File: config.mk
export PLATFORM = sky130hd
export DESIGN_NAME = pba_word_scan
export DESIGN_NICKNAME = d
export VERILOG_FILES = /design/src/sv/page_bitmap_allocator_defines.svh /design/src/sv/pba_pkg.sv /design/src/sv/pba_word_scan.sv
export SDC_FILE = /design/constraint.sdc
export NUM_CORES = 1
export LEC_CHECK = 0
export CORE_ASPECT_RATIO = 1.1
export CORE_UTILIZATION = 60
export DETAILED_ROUTE_END_ITERATION = 10
export DONT_BUFFER_PORTS = 1
export PLACE_DENSITY_LB_ADDON = 0.25
export SETUP_SLACK_MARGIN = 0.05
export SLEW_MARGIN = 20
export SYNTH_ARGS = -nofsm -noshare
export SYNTH_HDL_FRONTEND = slang
export SYNTH_SLANG_ARGS = --single-unit
File: constraint.sdc
create_clock -name vclk -period 4.35
set_input_delay 0.2175 -clock vclk [all_inputs]
set_output_delay 0.2175 -clock vclk [all_outputs]
set_load 0.05 [all_outputs]
File: src/sv/page_bitmap_allocator_defines.svh
// Assertion macros for the page bitmap allocator.
// Depends on nothing; taken in by the modules that carry checks.
`ifndef PAGE_BITMAP_ALLOCATOR_DEFINES_SVH
`define PAGE_BITMAP_ALLOCATOR_DEFINES_SVH

// Consequent must hold in the same cycle as the antecedent.
`define PBA_ASSERT_IMP(lbl, clk, rst, ante, cons) \
   lbl: assert property (@(posedge clk) disable iff (rst) (ante) |-> (cons)) \
      else $error("page allocator check failed");

// Consequent must hold in the cycle after the antecedent.
`define PBA_ASSERT_NEXT(lbl, clk, rst, ante, cons) \
   lbl: assert property (@(posedge clk) disable iff (rst) (ante) |=> (cons)) \
      else $error("page allocator sequence check failed");

`endif

File: src/sv/pba_pkg.sv
// Shared types and constants for the page bitmap allocator.
// No dependencies.
package pba_pkg;

   localparam int POOL_PAGES_DEF = 4096;
   localparam int PAGE_SHIFT_DEF = 12;
   localparam int WORD_BITS      = 32;
   localparam int WORD_SHIFT     = 5;

   localparam logic [31:0] KERNEL_BASE_RST  = 32'h0020_0000;
   localparam logic [31:0] USER_BASE_RST    = 32'h0120_0000;
   localparam logic [12:0] KERNEL_PAGES_RST = 13'd4096;
   localparam logic [12:0] USER_PAGES_RST   = 13'd4096;

   localparam logic [1:0] REG_KERNEL_BASE  = 2'd0;
   localparam logic [1:0] REG_USER_BASE    = 2'd1;
   localparam logic [1:0] REG_KERNEL_PAGES = 2'd2;
   localparam logic [1:0] REG_USER_PAGES   = 2'd3;

   localparam logic [1:0] STATUS_OK       = 2'd0;
   localparam logic [1:0] STATUS_NO_SPACE = 2'd1;
   localparam logic [1:0] STATUS_BAD      = 2'd2;

   localparam logic ACT_ALLOC = 1'b0;
   localparam logic ACT_FREE  = 1'b1;

   typedef enum logic [2:0] {
      ST_CLEAR,
      ST_IDLE,
      ST_DECODE,
      ST_SCAN,
      ST_MARK_RD,
      ST_MARK_WR,
      ST_RESP
   } state_type;

   typedef struct packed {
      logic       hit;
      logic [4:0] hit_bit;
      logic       any_used;
      logic [4:0] last_used;
   } scan_type;

endpackage

File: src/sv/pba_word_scan.sv
// Evaluates one 32-page bitmap word against a running free-run length.
// Depends on pba_pkg.
module pba_word_scan #(
   parameter int XW = 16
) (
   input  logic [31:0]       used,
   input  logic [XW-1:0]     run_in,
   input  logic [XW-1:0]     count,
   output pba_pkg::scan_type res
);

   always_comb begin
      logic          seen;
      logic [4:0]    last;
      logic [XW-1:0] run_j;
      res   = '0;
      seen  = 1'b0;
      last  = '0;
      run_j = '0;
      for (int j = 0; j < pba_pkg::WORD_BITS; j++) begin
         if (used[j]) begin
            seen = 1'b1;
            last = 5'(j);
         end else begin
            // length of the free run ending at this page
            if (seen) begin
               run_j = XW'(j) - XW'(last);
            end else begin
               run_j = run_in + XW'(j) + XW'(1);
            end
            if (!res.hit && run_j >= count) begin
               res.hit     = 1'b1;
               res.hit_bit = 5'(j);
            end
         end
      end
      res.any_used  = seen;
      res.last_used = last;
   end

endmodule

======== Word-level counts from Yosys, hierarchy flattened ========
Index checks and enable logic that the tools add are counted.
W data, S select, Z words.
word-level totals
  flip-flop bits (word level) ............. 0
  bits of input ports ..................... 64
  output and inout bits ................... 12
  word-level logic and storage cells ...... 376
operators by class
  add/subtract/negate cells ............... 92
  magnitude comparators ................... 32
  muxes and demuxes ....................... 190
  reduce and logical (&&, ||, !) cells .... 62
operator list
  cell                     number
  $mux W16                 63
  $add A16 B1 Y16 const B  32
  $ge A16 B16 Y1           32
  $mux W6                  64
  $add A16 B5 Y16 const B  16
  $mux W5                  30
  $add A16 B4 Y16 const B  8
  $sub A5 B5 Y6 const A    16
  $add A16 B3 Y16 const B  4
  $sub A4 B5 Y6 const A    8
  $mux W1                  33
  $add A16 B2 Y16 const B  2
  $logic_and A1 B1 Y1      31
  $logic_not A1 Y1         31
  $sub A3 B5 Y6 const A    4
  $sub A2 B5 Y6 const A    2

======== Logic depth before layout (Yosys ltp) ========
  word-level depth ........................ 129
  gate-level depth with buffers ........... 26
  mapped depth without buffers ............ 23

======== Worst setup path before layout ========
No wires, ideal clock.
  path type ............................... input to output
  from .................................... in used[4]
  to ...................................... out res[9] (netlist name)
  arrival time ............................ 5.412 ns
  required time ........................... 4.133 ns
  slack ................................... -1.279 ns
  stages on the path ...................... 24
  path buffers ............................ 3
  cell sequence ........................... buf_6 or2_1 buf_2 o21ai_2 a211oi_2 o31ai_4 a21oi_2 or2_2 inv_1 ha_1 o21a_1 nor2_1 clkbuf_1 a21oi_1 ha_1 and3_1 o211ai_1 o2111ai_1 a41o_1 a22oi_1 nand2_1 nor3b_1 o21ai_0 a211oi_1
RTL lines
  item             line                source
  start, declared  pba_word_scan.sv:6  input logic [31:0] used,
  end, declared    pba_word_scan.sv:9  output pba_pkg::scan_type res

==> run_results.csv <==
group,metric,value,unit
status,run_status,"finished, violations left",
status,failed_checks,"design-rule violations, negative setup slack",
placed_design,placed_cell_area,26600,sq um
logic_synthesis,yosysSeqAreaShare,0,%
layout,seq_area,0,sq um
logic_synthesis,yosys.cell_types.count,94,
critical_path,crit_slowest_cell,"a211oi_4",
routing,dr.first_iter.drc_count,3973,
routing,routed_wirelength,113000,microns
routing,drcViolationCount,1,
global_routing,grt_pass1_vias,27798,
sta,max_clock_freq,0.203,GHz
layout,post-route-cell-area,27800,sq um
sta,slew_viol_final,0,
logic_synthesis,synth_top_cell_area_share,31.9,%
sta,hold_viol_final,0,
routing,wl_per_cell,27.5,microns
routing,drt-vias-per-instance,7.08,
floorplan,die_x,185,microns
sta,post-route-period-util,113,%
logic_synthesis,ys_top_cells_by_count,"ha_1 (563), nor2_1 (421), a21oi_1 (313)",
sta,hold-worst-slack,660,ps
global_routing,grt_pass1_wl,164000,microns
layout,seq_cells,0,
floorplan,initial_core_util,61.0,%
critical_path,cpLargestDelayFamily,"compound AO/OA/AOI/OAI gates",
critical_path,crit_type,"input pin to primary output",
sta,rsz0062_at_grt,"true",
sta,layout_setup_ws,-574,ps
global_routing,grt_usage,57.9,%
placed_design,place_inst,4069,
floorplan,coreArea,36200,sq um
layout,area_delta_synth_final,25.7,%
placed_design,dp_hpwl,80700,microns
global_routing,antenna_found_initial,11,
placed_design,port_buffers,0,
placed_design,gp_congestion,1.13,
floorplan,ios,76,
critical_path,cp-end-kind,"primary output",
sta,period_minus_slack,4920,ps
hold_path,hp-class,"input pin to primary output",
floorplan,die_h,203,microns
layout,instances_no_fill,4107,
layout,drive_gt1_share,22.4,%
critical_path,worstPathArrival,4710,ps
routing,vias,29089,
floorplan,die_area,37600,sq um
routing,ant_nets,0,
critical_path,path_cells,"or2_4, o21ai_4, a211oi_4, o31ai_4, a21oi_2, or2_4, inv_4, ha_4, o21a_1, nor2_2, buf_6, a21oi_2, ha_1, and3_1, o211ai_1, o2111ai_1, a41o_1, a22oi_2, nand2_2, nor3b_4, o21ai_1, buf_4, a211oi_4, buf_12",
layout,nNetsFinal,4242,
logic_synthesis,yosysWarnings,0,
critical_path,cp.buffers_inverters,4,
global_routing,grt_max_degree,51,
critical_path,max_stage_delay,450,ps
job,maxCapViolCount,0,
layout,clkbuf_count,0,
global_routing,overflow,0,
critical_path,required,4130,ps
layout,final.fill_count,2873,
logic_synthesis,post-synth-top-area-cell,"ha_1",
logic_synthesis,synth.net_count,3823,
routing,drt-pass1-iter-count,11,
sta,relSlewSlack,12.6,%
logic_synthesis,avgSynthCellArea,6.91,sq um
logic_synthesis,synth.most_common_cell,"ha_1",
logic_synthesis,syn-cell-area,22100,sq um
logic_synthesis,netlist_instances,3196,
hold_path,min_from,"used[29]",
sta,setup_viol,6,
floorplan,row_count,73,
logic_synthesis,synth_area_leaders,"ha_1 (32%), nor2_1 (7.2%), a21oi_1 (7.1%), xnor2_1 (6.7%), xor2_1 (5.6%)",
critical_path,crit_start,"used[5]",
sta,worstMarginPinSlew,1310,ps
critical_path,cp_max_fo,6,
critical_path,critPathLaunchType,"input pin",
stage by stage:
stage	setup slack [ps]	setup TNS [ps]	util, %
2_1_floorplan	-664	-2590	-
3_3_place_gp	-864	-4290	73.6
3_5_place_dp	-907	-4540	73.6
4_1_cts	-244	-1070	75.8
5_1_grt	-618	-2920	76.7
6_report	-574	-2190	76.7
final timing paths:
path     end  slack, ps  depth (start not counted)
max   res[9]       -570                         24
min   res[1]        660                          2
layer usage:
layer	up-vias	GRT usage, %	part of all wire (%)
met4	15	58.2	12
li1	12433	-	-
met1	13012	65.7	33
met3	1056	20.9	16
met2	2573	81.7	38
met5	-	0	0.11
cells by family after synthesis:
| family | after synthesis | share of synthesized area [%] |
|---|---|---|
| AND/OR/NAND/NOR | 1114 | 24.2 |
| AO/OA/AOI/OAI | 913 | 25.6 |
| adder cells (fa/ha/maj) | 563 | 31.9 |
| XOR/XNOR | 309 | 12.3 |
| buffers and inverters | 271 | 4.77 |
| multiplexers | 26 | 1.24 |
area by class of cell:
cell class | count | area (sq um) | share of cell area [%]
inverter | 86 | 329 | 1.19
tap | 487 | 609 | 2.20
antenna | 7 | 17.5 | 0.0631
multi-input combinational | 2925 | 22000 | 79.2
timing repair buffer | 602 | 4810 | 17.3
cell usage in the layout (no fill, tap or decap), drive strengths merged, types with 11 or more instances in the layout:
| cell type | count |
|---|---|
| buf | 602 |
| a21oi | 321 |
| and3 | 23 |
| nand4 | 29 |
| nand2b | 46 |
| o211ai | 16 |
| o2111ai | 13 |
| nand2 | 258 |
| o21a | 31 |
| mux2i | 16 |
| xnor2 | 169 |
| nor2b | 43 |
| or3 | 78 |
| o31ai | 11 |
| nand3 | 73 |
| and4 | 18 |
| and2 | 13 |
| a211o | 14 |
| a211oi | 38 |
| xor2 | 140 |
| a31oi | 26 |
| o21ai | 237 |
| or2 | 20 |
| nor2 | 424 |
| a2111oi | 27 |
| ha | 563 |
| inv | 81 |
| nor3 | 53 |
| o22ai | 15 |
| a21o | 87 |
timing repair:
item | in CTS | in global routing
pin swaps | 107 | 50
setup buffers | 27 | 6
gates resized for setup | 150 | 59
cloned | 1 | 0
hold buffers | 0 | 0
setup endpoints to repair | 6 | 6
